--- config.mk ---
export PLATFORM = sky130hd
export DESIGN_NAME = device_table_replay_filter_unit
export DESIGN_NICKNAME = d
export VERILOG_FILES = /design/src/hw/rtl/dtrf_pkg.sv /design/src/hw/rtl/dtrf_ram.sv /design/src/hw/rtl/dtrf_lookup.sv /design/src/hw/rtl/device_table_replay_filter_unit.sv
export SDC_FILE = /design/constraint.sdc
export NUM_CORES = 2
export LEC_CHECK = 0
export BUFFER_PORTS_ARGS = -buffer_cell sky130_fd_sc_hd__buf_2
export CAP_MARGIN = 25
export CORE_MARGIN = 2
export CORE_UTILIZATION = 33
export DETAILED_ROUTE_END_ITERATION = 12
export PLACE_DENSITY = 0.48
export SYNTH_ARGS = -nofsm -noshare
export SYNTH_HDL_FRONTEND = slang
export SYNTH_SLANG_ARGS = --single-unit
--- constraint.sdc ---
create_clock -name clock -period 13.2 [get_ports clock]
set_input_delay 0.66 -clock clock [delete_from_list [all_inputs] [get_ports clock]]
set_output_delay 0.66 -clock clock [all_outputs]
set_load 0.01 [all_outputs]
--- src/hw/rtl/dtrf_pkg.sv ---
// shared types and constants for the device table replay filter
package dtrf_pkg;

   localparam int BOOT_W = 32;
   localparam int SEQ_W  = 32;
   localparam int TIME_W = 64;

   typedef enum logic [1:0] {
      ACT_REGISTER = 2'd0,
      ACT_RELEASE  = 2'd1,
      ACT_MESSAGE  = 2'd2,
      ACT_AVAIL    = 2'd3
   } action_type;

   typedef enum logic [2:0] {
      STS_OK        = 3'd0,
      STS_NOT_FOUND = 3'd1,
      STS_INVALID   = 3'd2,
      STS_REPLAY    = 3'd3,
      STS_FULL      = 3'd4
   } status_type;

   typedef enum logic [1:0] {
      FSM_IDLE = 2'd0,
      FSM_SCAN = 2'd1,
      FSM_READ = 2'd2,
      FSM_EXEC = 2'd3
   } fsm_type;

   // per-slot record kept in the data memory
   typedef struct packed {
      logic [BOOT_W-1:0] boot;
      logic [SEQ_W-1:0]  newest;
      logic [TIME_W-1:0] last_seen;
      logic              online;
   } record_type;

   // lookup outcome handed from the scanner to the sequencer
   typedef struct packed {
      logic done;
      logic hit;
      logic free_found;
   } scan_result_type;

endpackage

--- src/hw/rtl/dtrf_ram.sv ---
// generic single-port-write, registered-read memory
module dtrf_ram #(
   parameter int WIDTH = 8,
   parameter int DEPTH = 16
) (
   input  logic                                  clock,
   input  logic                                  wr_en,
   input  logic [(DEPTH > 1 ? $clog2(DEPTH) : 1)-1:0] wr_addr,
   input  logic [WIDTH-1:0]                      wr_data,
   input  logic [(DEPTH > 1 ? $clog2(DEPTH) : 1)-1:0] rd_addr,
   output logic [WIDTH-1:0]                      rd_data
);

   logic [WIDTH-1:0] mem_ff [DEPTH];
   logic [WIDTH-1:0] rd_data_ff;

   always_ff @(posedge clock) begin
      if (wr_en) begin
         mem_ff[wr_addr] <= wr_data;
      end
      rd_data_ff <= mem_ff[rd_addr];
   end

   assign rd_data = rd_data_ff;

endmodule

--- src/hw/rtl/dtrf_lookup.sv ---
// key scanner: one comparator walks the slots, also finds the lowest free slot
module dtrf_lookup #(
   parameter int DEVICE_SLOTS = 16,
   parameter int KEY_W        = 64
) (
   input  logic                                   clock,
   input  logic                                   reset,
   input  logic                                   start,
   input  logic [KEY_W-1:0]                       key,
   input  logic [DEVICE_SLOTS-1:0]                used,
   output logic [(DEVICE_SLOTS > 1 ? $clog2(DEVICE_SLOTS) : 1)-1:0] key_rd_addr,
   input  logic [KEY_W-1:0]                       key_rd_data,
   output dtrf_pkg::scan_result_type              result,
   output logic [(DEVICE_SLOTS > 1 ? $clog2(DEVICE_SLOTS) : 1)-1:0] hit_idx,
   output logic [(DEVICE_SLOTS > 1 ? $clog2(DEVICE_SLOTS) : 1)-1:0] free_idx
);

   localparam int IDX_W = DEVICE_SLOTS > 1 ? $clog2(DEVICE_SLOTS) : 1;
   localparam logic [IDX_W-1:0] LAST_IDX = IDX_W'(DEVICE_SLOTS - 1);

   logic             active_ff, active_in;
   logic             pend_ff, pend_in;
   logic [IDX_W-1:0] addr_ff, addr_in;
   logic [IDX_W-1:0] cmp_idx_ff, cmp_idx_in;
   logic             done_ff, done_in;
   logic             hit_ff, hit_in;
   logic [IDX_W-1:0] hit_idx_ff, hit_idx_in;
   logic             free_found_ff, free_found_in;
   logic [IDX_W-1:0] free_idx_ff, free_idx_in;
   logic             match;

   assign match = pend_ff && used[cmp_idx_ff] && (key_rd_data == key);

   always_comb begin
      active_in     = active_ff;
      pend_in       = pend_ff;
      addr_in       = addr_ff;
      cmp_idx_in    = cmp_idx_ff;
      done_in       = done_ff;
      hit_in        = hit_ff;
      hit_idx_in    = hit_idx_ff;
      free_found_in = free_found_ff;
      free_idx_in   = free_idx_ff;
      if (start) begin
         active_in     = 1'b1;
         pend_in       = 1'b0;
         addr_in       = '0;
         done_in       = 1'b0;
         hit_in        = 1'b0;
         free_found_in = 1'b0;
      end else if (active_ff) begin
         // lowest unused slot, noted while walking
         if (pend_ff && !used[cmp_idx_ff] && !free_found_ff) begin
            free_found_in = 1'b1;
            free_idx_in   = cmp_idx_ff;
         end
         if (pend_ff && (match || cmp_idx_ff == LAST_IDX)) begin
            active_in  = 1'b0;
            pend_in    = 1'b0;
            done_in    = 1'b1;
            hit_in     = match;
            hit_idx_in = cmp_idx_ff;
         end else begin
            pend_in    = 1'b1;
            cmp_idx_in = addr_ff;
            addr_in    = (addr_ff == LAST_IDX) ? addr_ff : addr_ff + IDX_W'(1);
         end
      end
   end

   always_ff @(posedge clock) begin
      if (reset) begin
         active_ff     <= 1'b0;
         pend_ff       <= 1'b0;
         done_ff       <= 1'b0;
         hit_ff        <= 1'b0;
         free_found_ff <= 1'b0;
      end else begin
         active_ff     <= active_in;
         pend_ff       <= pend_in;
         done_ff       <= done_in;
         hit_ff        <= hit_in;
         free_found_ff <= free_found_in;
      end
      addr_ff     <= addr_in;
      cmp_idx_ff  <= cmp_idx_in;
      hit_idx_ff  <= hit_idx_in;
      free_idx_ff <= free_idx_in;
   end

   assign key_rd_addr       = addr_ff;
   assign result.done       = done_ff;
   assign result.hit        = hit_ff;
   assign result.free_found = free_found_ff;
   assign hit_idx           = hit_idx_ff;
   assign free_idx          = free_idx_ff;

endmodule

--- src/hw/rtl/device_table_replay_filter_unit.sv ---
// top level: device slot table with per-device replay filter
//
//   channel | dir | handshake              | payload
//   --------+-----+------------------------+------------------------------------------
//   req_    | in  | req_valid / req_stall  | action, node_key, boot_id, sequence_req,
//           |     |                        | time_ms, online
//   rsp_    | out | rsp_valid / rsp_stall  | status, slot, device_total
//
// the key walk stops at the first hit, else at the last slot; a beat holds the block from
// acceptance through scan, record read and exec, and the next beat is taken once it is idle
// the walk compares the slots in turn behind a registered key read, then record read and action
// req_stall is high from acceptance until the action is applied, longer while a result is
// held by rsp_stall; the result waits in an output register, so the next request is taken
// while it is unread; synchronous active-high reset empties the table (valid bit per slot)
module device_table_replay_filter_unit #(
   parameter int DEVICE_SLOTS = 16,
   parameter int KEY_BYTES    = 8
) (
   input  logic        clock,
   input  logic        reset,
   // request channel
   input  logic        req_valid,
   output logic        req_stall,
   input  logic [1:0]  req_action,
   input  logic [63:0] req_node_key,
   input  logic [31:0] req_boot_id,
   input  logic [31:0] req_sequence_req,
   input  logic [63:0] req_time_ms,
   input  logic        req_online,
   // result channel
   output logic        rsp_valid,
   input  logic        rsp_stall,
   output logic [2:0]  rsp_status,
   output logic [3:0]  rsp_slot,
   output logic [4:0]  rsp_device_total
);

   localparam int IDX_W = DEVICE_SLOTS > 1 ? $clog2(DEVICE_SLOTS) : 1;
   localparam int CNT_W = $clog2(DEVICE_SLOTS + 1);
   localparam int KEY_W = 8 * KEY_BYTES;
   localparam int REC_W = $bits(dtrf_pkg::record_type);
   localparam logic [CNT_W-1:0] CNT_ONE = CNT_W'(1);

   // sequencer
   dtrf_pkg::fsm_type fsm_ff, fsm_in;

   // latched request beat
   dtrf_pkg::action_type act_ff;
   logic [KEY_W-1:0]     key_ff;
   logic [31:0]          boot_ff;
   logic [31:0]          seq_ff;
   logic [63:0]          time_ff;
   logic                 online_ff;

   // table state
   logic [DEVICE_SLOTS-1:0] used_ff, used_in;
   logic [CNT_W-1:0]        total_ff, total_in;

   // result register
   logic                  rsp_valid_ff, rsp_valid_in;
   dtrf_pkg::status_type  rsp_status_ff, rsp_status_in;
   logic [3:0]            rsp_slot_ff, rsp_slot_in;
   logic [4:0]            rsp_total_ff, rsp_total_in;

   // lookup and memories
   logic                      req_take;
   logic                      scan_start;
   dtrf_pkg::scan_result_type scan_res;
   logic [IDX_W-1:0]          hit_idx;
   logic [IDX_W-1:0]          free_idx;
   logic [IDX_W-1:0]          key_rd_addr;
   logic [KEY_W-1:0]          key_rd_data;
   logic                      key_we;
   logic                      rec_we;
   dtrf_pkg::record_type      rec_wdata;
   logic [REC_W-1:0]          rec_rd_bits;
   dtrf_pkg::record_type      rec_rd;
   logic [IDX_W-1:0]          wr_idx;
   logic                      exec_fire;

   // exec decisions
   dtrf_pkg::status_type      status_sel;
   logic                      slot_none;
   logic                      used_set;
   logic                      used_clr;
   logic [31:0]               seq_diff;
   logic                      not_newer;
   logic [IDX_W+3:0]          slot_wide;
   logic [CNT_W+4:0]          total_wide;

   assign req_take  = req_valid && !req_stall;
   assign exec_fire = (fsm_ff == dtrf_pkg::FSM_EXEC) && (!rsp_valid_ff || !rsp_stall);
   assign wr_idx    = scan_res.hit ? hit_idx : free_idx;
   assign rec_rd    = dtrf_pkg::record_type'(rec_rd_bits);

   // next state
   always_comb begin
      fsm_in = fsm_ff;
      unique case (fsm_ff)
         dtrf_pkg::FSM_IDLE: begin
            if (req_take) begin
               fsm_in = dtrf_pkg::FSM_SCAN;
            end
         end
         dtrf_pkg::FSM_SCAN: begin
            if (scan_res.done) begin
               fsm_in = dtrf_pkg::FSM_READ;
            end
         end
         dtrf_pkg::FSM_READ: begin
            fsm_in = dtrf_pkg::FSM_EXEC;
         end
         dtrf_pkg::FSM_EXEC: begin
            if (exec_fire) begin
               fsm_in = dtrf_pkg::FSM_IDLE;
            end
         end
         default: begin
            fsm_in = dtrf_pkg::FSM_IDLE;
         end
      endcase
   end

   // sequencer outputs
   always_comb begin
      req_stall  = (fsm_ff != dtrf_pkg::FSM_IDLE);
      scan_start = (fsm_ff == dtrf_pkg::FSM_IDLE) && req_valid;
   end

   // replay check: sequence must be strictly newer in wrap-around order
   assign seq_diff  = seq_ff - rec_rd.newest;
   assign not_newer = (seq_diff == 32'd0) || seq_diff[31];

   // action decode, applied in the exec cycle
   always_comb begin
      status_sel = dtrf_pkg::STS_OK;
      slot_none  = 1'b0;
      used_set   = 1'b0;
      used_clr   = 1'b0;
      key_we     = 1'b0;
      rec_we     = 1'b0;
      rec_wdata  = '0;
      if (act_ff == dtrf_pkg::ACT_REGISTER) begin
         if (!scan_res.hit) begin
            if (scan_res.free_found) begin
               // fresh slot: key written, record cleared
               key_we   = 1'b1;
               rec_we   = 1'b1;
               used_set = 1'b1;
            end else begin
               status_sel = dtrf_pkg::STS_FULL;
               slot_none  = 1'b1;
            end
         end
      end else if (!scan_res.hit) begin
         status_sel = dtrf_pkg::STS_NOT_FOUND;
         slot_none  = 1'b1;
      end else begin
         unique case (act_ff)
            dtrf_pkg::ACT_RELEASE: begin
               used_clr = 1'b1;
               rec_we   = 1'b1;
            end
            dtrf_pkg::ACT_MESSAGE: begin
               if (boot_ff == 32'd0 || seq_ff == 32'd0) begin
                  status_sel = dtrf_pkg::STS_INVALID;
               end else if (rec_rd.boot == boot_ff && rec_rd.newest != 32'd0 && not_newer) begin
                  status_sel = dtrf_pkg::STS_REPLAY;
               end else begin
                  rec_we              = 1'b1;
                  rec_wdata.boot      = boot_ff;
                  rec_wdata.newest    = seq_ff;
                  rec_wdata.last_seen = time_ff;
                  rec_wdata.online    = 1'b1;
               end
            end
            dtrf_pkg::ACT_AVAIL: begin
               rec_we              = 1'b1;
               rec_wdata.boot      = rec_rd.boot;
               rec_wdata.newest    = rec_rd.newest;
               rec_wdata.last_seen = time_ff;
               rec_wdata.online    = online_ff;
            end
            default: begin
               status_sel = dtrf_pkg::STS_OK;
            end
         endcase
      end
   end

   // table occupancy update
   always_comb begin
      used_in  = used_ff;
      total_in = total_ff;
      if (exec_fire && used_set) begin
         used_in[wr_idx] = 1'b1;
         total_in        = total_ff + CNT_ONE;
      end else if (exec_fire && used_clr) begin
         used_in[wr_idx] = 1'b0;
         if (total_ff != '0) begin
            total_in = total_ff - CNT_ONE;
         end
      end
   end

   // low bits of slot and count go out
   assign slot_wide  = {4'b0000, (slot_none ? {IDX_W{1'b0}} : wr_idx)};
   assign total_wide = {5'b00000, total_in};

   // result register, free once its beat is taken
   always_comb begin
      rsp_valid_in  = rsp_valid_ff;
      rsp_status_in = rsp_status_ff;
      rsp_slot_in   = rsp_slot_ff;
      rsp_total_in  = rsp_total_ff;
      if (exec_fire) begin
         rsp_valid_in  = 1'b1;
         rsp_status_in = status_sel;
         rsp_slot_in   = slot_wide[3:0];
         rsp_total_in  = total_wide[4:0];
      end else if (!rsp_stall) begin
         rsp_valid_in = 1'b0;
      end
   end

   always_ff @(posedge clock) begin
      if (reset) begin
         fsm_ff       <= dtrf_pkg::FSM_IDLE;
         used_ff      <= '0;
         total_ff     <= '0;
         rsp_valid_ff <= 1'b0;
      end else begin
         fsm_ff       <= fsm_in;
         used_ff      <= used_in;
         total_ff     <= total_in;
         rsp_valid_ff <= rsp_valid_in;
      end
      rsp_status_ff <= rsp_status_in;
      rsp_slot_ff   <= rsp_slot_in;
      rsp_total_ff  <= rsp_total_in;
      // request beat captured on acceptance, key trimmed to its byte count
      if (req_take) begin
         act_ff    <= dtrf_pkg::action_type'(req_action);
         key_ff    <= req_node_key[KEY_W-1:0];
         boot_ff   <= req_boot_id;
         seq_ff    <= req_sequence_req;
         time_ff   <= req_time_ms;
         online_ff <= req_online;
      end
   end

   dtrf_lookup #(
      .DEVICE_SLOTS (DEVICE_SLOTS),
      .KEY_W        (KEY_W)
   ) u_lookup (
      .clock       (clock),
      .reset       (reset),
      .start       (scan_start),
      .key         (key_ff),
      .used        (used_ff),
      .key_rd_addr (key_rd_addr),
      .key_rd_data (key_rd_data),
      .result      (scan_res),
      .hit_idx     (hit_idx),
      .free_idx    (free_idx)
   );

   // slot keys, only ever compared for slots in use
   dtrf_ram #(
      .WIDTH (KEY_W),
      .DEPTH (DEVICE_SLOTS)
   ) u_key_ram (
      .clock   (clock),
      .wr_en   (exec_fire && key_we),
      .wr_addr (wr_idx),
      .wr_data (key_ff),
      .rd_addr (key_rd_addr),
      .rd_data (key_rd_data)
   );

   // slot records: boot id, newest sequence, last seen, online
   dtrf_ram #(
      .WIDTH (REC_W),
      .DEPTH (DEVICE_SLOTS)
   ) u_rec_ram (
      .clock   (clock),
      .wr_en   (exec_fire && rec_we),
      .wr_addr (wr_idx),
      .wr_data (rec_wdata),
      .rd_addr (hit_idx),
      .rd_data (rec_rd_bits)
   );

   assign rsp_valid        = rsp_valid_ff;
   assign rsp_status       = rsp_status_ff;
   assign rsp_slot         = rsp_slot_ff;
   assign rsp_device_total = rsp_total_ff;

endmodule

# == Word-level counts from Yosys, hierarchy flattened ==
# Memories as Yosys holds them, arrays and structs flattened. A register that Yosys moved wholly into a read port is not among the register bits.
# Cells that the tools add are included.
# op_classes
add_sub_neg,4
n_lt_le_gt_ge,3
n_eq_ne,14
muxes,50
n_bitwise,6
reduce_logical,41
# ops
operator,count
$mux W129,4
$pmux W129 S2,1
$logic_not A32 Y1,3
$eq A64 B64 Y1,1
$eq A32 B32 Y1,1
$mux W16,2
$reduce_bool A32 Y1,1
$sub A32 B32 Y32,1
$mux W1,25
$and A16 B16 Y16,1
$not A16 Y16,1
$or A16 B16 Y16,1
$mux W5,3
$reduce_and A3 Y1,5
$logic_and A1 B1 Y1,14
$mux W2,7
$lt A4 B5 Y1 const B,2
$mux W3,3
$eq A2 B2 Y1 const B,4
$eq A4 B4 Y1 const B,2
$pmux W2 S4,1
$add A5 B1 Y5 const B,1
$logic_not A1 Y1,5
$reduce_bool A5 Y1,1
16 further kinds,28
# totals
register_bits,252
ram_bits,3088
in_bits,199
wordCells,142
memories,2
# memory_table
name,words,word_bits,rd,rd_clocked_by_memory_dff,wr,line_no,source
u_rec_ram.mem_ff,16,129,1,1,1,dtrf_ram.sv:14,logic [WIDTH-1:0] mem_ff [DEPTH];
u_key_ram.mem_ff,16,64,1,1,1,dtrf_ram.sv:14,

# == Logic depth before layout (Yosys ltp) ==
# logic_depth
depth_word,12
ltp_mapped,15
depth_no_buf,13

# == Modules after synthesis ==
# A second synthesis with hierarchy kept.
# hier_totals
cells_unflattened,6280
hier_area_um2,133508.0
# modules_own_cells
mod,n_inst,cells_per_inst,area_each_um2
dtrf_ram at u_rec_ram,1,3370,80314.5
dtrf_ram at u_key_ram,1,1647,39581.7
device_table_replay_filter_unit,1,1076,11826.3
dtrf_lookup,1,187,1785.5

# == Least setup slack after synthesis ==
# OpenSTA, ideal clock, no wires.
# synth_timing
kind,reg2reg
startpoint,reg seq_ff[15]
endpoint,mem u_rec_ram.mem_ff[8][100] in the netlist's numbering (enable)
setup_time_ns,0.565
t_arrival_ns,7.202
t_required_ns,12.635
setup_slack_ns,5.434
path_stages_with_launch,14
n_path_buf,2
cell_sequence,edfxtp_1 > ha_1 > buf_2 > inv_1 > or4_1 > a2111o_1 > o211a_1 > a31oi_1 > a211o_1 > a21oi_1 > xnor2_1 > a31oi_2 > buf_4 > nor3_1
# synth_via
elab_chain_len,12
# synth_rtl
element,line_no,source
start: declaration,device_table_replay_filter_unit.sv:51,logic [31:0] seq_ff;
start signal: assignment,device_table_replay_filter_unit.sv:246,seq_ff <= req_sequence_req;
$sub A32 B32 Y32,device_table_replay_filter_unit.sv:131,assign seq_diff = seq_ff - rec_rd.newest;
$logic_not A32 Y1,device_table_replay_filter_unit.sv:132,assign not_newer = (seq_diff == 32'd0) || seq_diff[31];
$logic_or A1 B1 Y1,device_table_replay_filter_unit.sv:132,
$logic_and A1 B1 Y1,device_table_replay_filter_unit.sv:167,end else if (rec_rd.boot == boot_ff && rec_rd.newest != 32'd0 && not_newer) begin
$mux W1,device_table_replay_filter_unit.sv:167,
$mux W1 (*),device_table_replay_filter_unit.sv:165,if (boot_ff == 32'd0 || seq_ff == 32'd0) begin
$pmux W1 S2 (*),device_table_replay_filter_unit.sv:159,unique case (act_ff)
$mux W1 (*),device_table_replay_filter_unit.sv:155,end else if (!scan_res.hit) begin
$mux W1 (*),device_table_replay_filter_unit.sv:143,if (act_ff == dtrf_pkg::ACT_REGISTER) begin
$logic_and A1 B1 Y1 (*),device_table_replay_filter_unit.sv:287,".wr_en (exec_fire && rec_we),"
$mux W1 (*),dtrf_ram.sv:18,if (wr_en) begin
$mux W1 (not written as such) (*),dtrf_ram.sv:19,mem_ff[wr_addr] <= wr_data;
end: declaration,dtrf_ram.sv:14,
# Mark *: on every way between the ends. The rest lies on a longest branch, timed or not.

# == Final worst setup path ==
# layout_timing
startpoint,"reg u_rec_ram.rd_data_ff[84], in the netlist u_rec_ram.rd_data[84] (read register of u_rec_ram.mem_ff)"
endpoint,mem u_rec_ram.mem_ff[7][91] in the netlist's numbering (enable)
# layout_via
elab_chain_len,12
# layout_rtl
element,line_no,source
start: declaration,dtrf_ram.sv:15,logic [WIDTH-1:0] rd_data_ff;
$sub A32 B32 Y32,device_table_replay_filter_unit.sv:131,
$logic_not A32 Y1,device_table_replay_filter_unit.sv:132,
$logic_or A1 B1 Y1,device_table_replay_filter_unit.sv:132,
$logic_and A1 B1 Y1 (*),device_table_replay_filter_unit.sv:167,
$mux W1 (*),device_table_replay_filter_unit.sv:167,
$mux W1 (*),device_table_replay_filter_unit.sv:165,
$pmux W1 S2 (*),device_table_replay_filter_unit.sv:159,
$mux W1 (*),device_table_replay_filter_unit.sv:155,
$mux W1 (*),device_table_replay_filter_unit.sv:143,
$logic_and A1 B1 Y1 (*),device_table_replay_filter_unit.sv:287,
$mux W1 (*),dtrf_ram.sv:18,
$mux W1 (not written as such) (*),dtrf_ram.sv:19,
# Marked as above.

==> flow_metrics.env <==
export IMPL_period_share_pct=47.4
export IMPL_dpl_cell_area_um2=96000
export IMPL_crit_required_ns=13.66
export IMPL_grt_max_degree=106
export IMPL_dp_hpwl_mm=122
export IMPL_max_stage_delay_ns=0.95
export IMPL_ys_seq_area_share_pct=76.8
export IMPL_pin_count=213
export IMPL_syn_area_um2=90300
export IMPL_drt_initial_drc_count=3858
export IMPL_cts_root_buf="clkbuf_16"
export IMPL_setup_slack_ns=6.94
export IMPL_syn_avg_cell_area_um2=21.8
export IMPL_worstMarginPinSlew_ns=1.09
export IMPL_power_mw=17.9
export IMPL_crit_slowest_cell="nor2_4"
export IMPL_nFillCells=24548
export IMPL_setup_viol=0
export IMPL_via_per_inst=5.16
export IMPL_cp_start_kind="flip-flop"
export IMPL_grt_pass1_wl_mm=337
export IMPL_min_from="req_sequence_req[15]"
export IMPL_use_met3_pct=2.31
export IMPL_whs_endpoint="seq_ff[15]"
export IMPL_path_clk_slew_ns=0.06
export IMPL_rrSetupSlack_ns=6.94
export IMPL_slew_violations=0
export IMPL_rows=192
export IMPL_arrival_ns=6.72
export IMPL_crit_path_end_kind="flip-flop"
export IMPL_use_met1_pct=23.3
export IMPL_fp_dieW_um=527
export IMPL_cts_inserted_buffers=246
export IMPL_hold_path_class="in2reg"
export IMPL_antenna_found_initial=7
export IMPL_final_common_cell="edfxtp_1"
export IMPL_crit_family="simple AND/OR/NAND/NOR gates"
export IMPL_grt_util_all_layers_pct=16.8
export IMPL_die_area_um2=278000
export IMPL_peakVddDrop_v=0.000125
export IMPL_path_max_fanout=46
export IMPL_cts_tree="built"
export IMPL_power_per_cell_area_nw_per_um2=170
export IMPL_synth_seq_cells=2363
export IMPL_drive_gt1_share_pct=28.3
export IMPL_setup_tns_final_ns=0
export IMPL_wl_per_cell_um=28.3
export IMPL_clock_sinks=2363
export IMPL_min_path_cells=1
export IMPL_synth_yosys_warnings=0
export IMPL_mostFrequentLayoutCells="edfxtp_1, mux4_2, clkbuf_16"
export IMPL_grt_use_met2_pct=28.1
export IMPL_ys_types=69
export IMPL_die_h_um=527
export IMPL_worstReg2RegEnd="u_rec_ram.mem_ff[7][91]"
export IMPL_period_needed_ns=6.26
export IMPL_max_slew_margin_rel_pct=27.5
export IMPL_gp_routability_congestion=0.829
export IMPL_drv_cap=0
export IMPL_layout_nets=4819
export IMPL_final_area_um2=105000
export IMPL_port_buffers=147
export IMPL_outcome="finished, final reports clean"
export IMPL_leakage_nw=34.9
export IMPL_syn_inst=4145
export IMPL_wl_mm=237
export IMPL_cts_buffer_depth=4
export IMPL_cts_resized=0
export IMPL_drtAntennaViolNets=0
export IMPL_grt_overflow_total=0
export IMPL_area_delta_synth_final_pct=16.8
export IMPL_async_flop_share_pct=0
export IMPL_synth_flop_cell="edfxtp_1"
export IMPL_synth_edff_count=2202
export IMPL_cts_htree_levels=4
export IMPL_clk_latency_ns=0.89
export IMPL_firstDrtPassIters=5
export IMPL_max_freq_mhz=160
export IMPL_path_class="reg2reg"
export IMPL_hold_violations=0
export IMPL_rsz0062_at_grt="false"
export IMPL_vias=43221
export IMPL_postSynthNetCount=4384
export IMPL_grt_pass1_vias=45012
export IMPL_gr_max_usage_layer="met2"
export IMPL_drc=0
export IMPL_cp_num_buf_inv=2
export IMPL_crit_chain="inv_1 > ha_1 > nand4_1 > or4_1 > a2111o_1 > o211a_1 > a31oi_1 > a211o_1 > a21oi_1 > xnor2_1 > a31oi_4 > nor2_4 > buf_4"
export IMPL_skew_ns=0.0511
export IMPL_r2r_start="u_rec_ram.rd_data[84]"
export IMPL_pre_cts_slack_ns=6.85
export IMPL_worst_r2r_path_depth=13
export IMPL_initial_utilization_pct=33.1
export IMPL_core_um2=273000
==> power by group <==
group	internal (mW)	total, mW	switching (mW)
clock network	4.25	7.11	2.86
logic	0.880	1.82	0.943
registers	8.55	8.96	0.404
total	13.7	17.9	4.21
==> worst max-delay path by stage <==
stage / startpoint / endpoint / slack (ns) / cells past startpoint
after floorplan: seq_ff[15] / u_rec_ram.mem_ff[8][100] / 5.43 / 13
after global placement: u_rec_ram.rd_data[84] / u_rec_ram.mem_ff[7][94] / 6.89 / 13
after detailed placement: u_rec_ram.rd_data[84] / u_rec_ram.mem_ff[7][94] / 6.85 / 13
after CTS: u_rec_ram.rd_data[84] / u_rec_ram.mem_ff[7][89] / 6.82 / 13
after global routing: u_rec_ram.rd_data[84] / u_rec_ram.mem_ff[7][91] / 6.62 / 13
final: u_rec_ram.rd_data[84] / u_rec_ram.mem_ff[7][91] / 6.94 / 13
==> layer usage <==
metal	routed length [um]	up-vias
met5	0	-
met1	105000	23681
li1	-	18238
met3	9730	289
met4	4490	0
met2	118000	1013
==> sequential cells by signal (all words and copies together) (netlist names), 2 cells and up, named ones only <==
| name | count |
|---|---|
| u_key_ram.mem_ff | 1024 |
| u_rec_ram.mem_ff | 1024 |
| key_ff | 64 |
| u_key_ram.rd_data | 64 |
| u_rec_ram.rd_data | 64 |
| boot_ff | 32 |
| seq_ff | 32 |
| rsp_device_total | 5 |
| total_ff | 5 |
| rsp_slot | 4 |
| u_lookup.cmp_idx_ff | 4 |
| u_lookup.free_idx | 4 |
| u_lookup.hit_idx | 4 |
| u_lookup.key_rd_addr | 4 |
| rsp_status | 3 |
| act_ff | 2 |
| fsm_ff | 2 |
==> repair_timing <==
item	4_1_cts	5_1_grt
hold buffers	113	0
hold endpoints to repair	113	0
buffers inserted	0	0
==> area by class of cell <==
class,instances,area [um^2],area share (%)
sequential,2363,69400,65.8
multi-input combinational,1505,20100,19.1
clock buffer,336,6890,6.53
tap,3589,4490,4.26
timing repair buffer,390,2940,2.78
clock inverter,116,1390,1.31
inverter,74,308,0.292
antenna,3,7.51,0.00712
==> worst reg2reg max path: stages (launching register included) <==
cell	delay, ns
dfxtp_1	0.47
inv_1	0.08
ha_1	0.47
nand4_1	0.18
or4_1	0.51
a2111o_1	0.34
o211a_1	0.18
a31oi_1	0.20
a211o_1	0.12
a21oi_1	0.17
xnor2_1	0.62
a31oi_4	0.55
nor2_4	0.96
buf_4	0.96
==> stage by stage <==
step,util (%),cells,hold slack (ns)
6_report,38.6,8376,0.0579
5_1_grt,38.6,8375,0.000198
4_1_cts,38.6,8370,0.000946
3_5_place_dp,35.2,7805,0.470
3_3_place_gp,35.2,7804,0.463
2_1_floorplan,-,4145,0.406
==> synthesized netlist by cell type, drive strengths merged (29+ instances only) <==
cell       n  area share [%]
buf       68            0.32
ha        39            0.54
xor2      63            0.61
dfxtp    161             3.6
o21ai    104            0.58
nand4     29            0.20
xnor2     31            0.30
nor4      48            0.33
nor3      37            0.21
nand2    113            0.47
inv       74            0.31
mux4     645              16
nand3     74            0.41
clkbuf   135            0.56
edfxtp  2202              73
a21oi     62            0.35
nor2      61            0.25
==> kinds of logic after synthesis <==
group                      synth area share (%)
AOI/OAI and AO/OA                          1.95
xor gates and xnor gates                  0.911
adders and majority gates                 0.562
buffers and inverters                      1.19
DFF                                        76.8
muxes                                      16.2
and+or+nand+nor                            2.45
(Power assumes the default switching activity.)
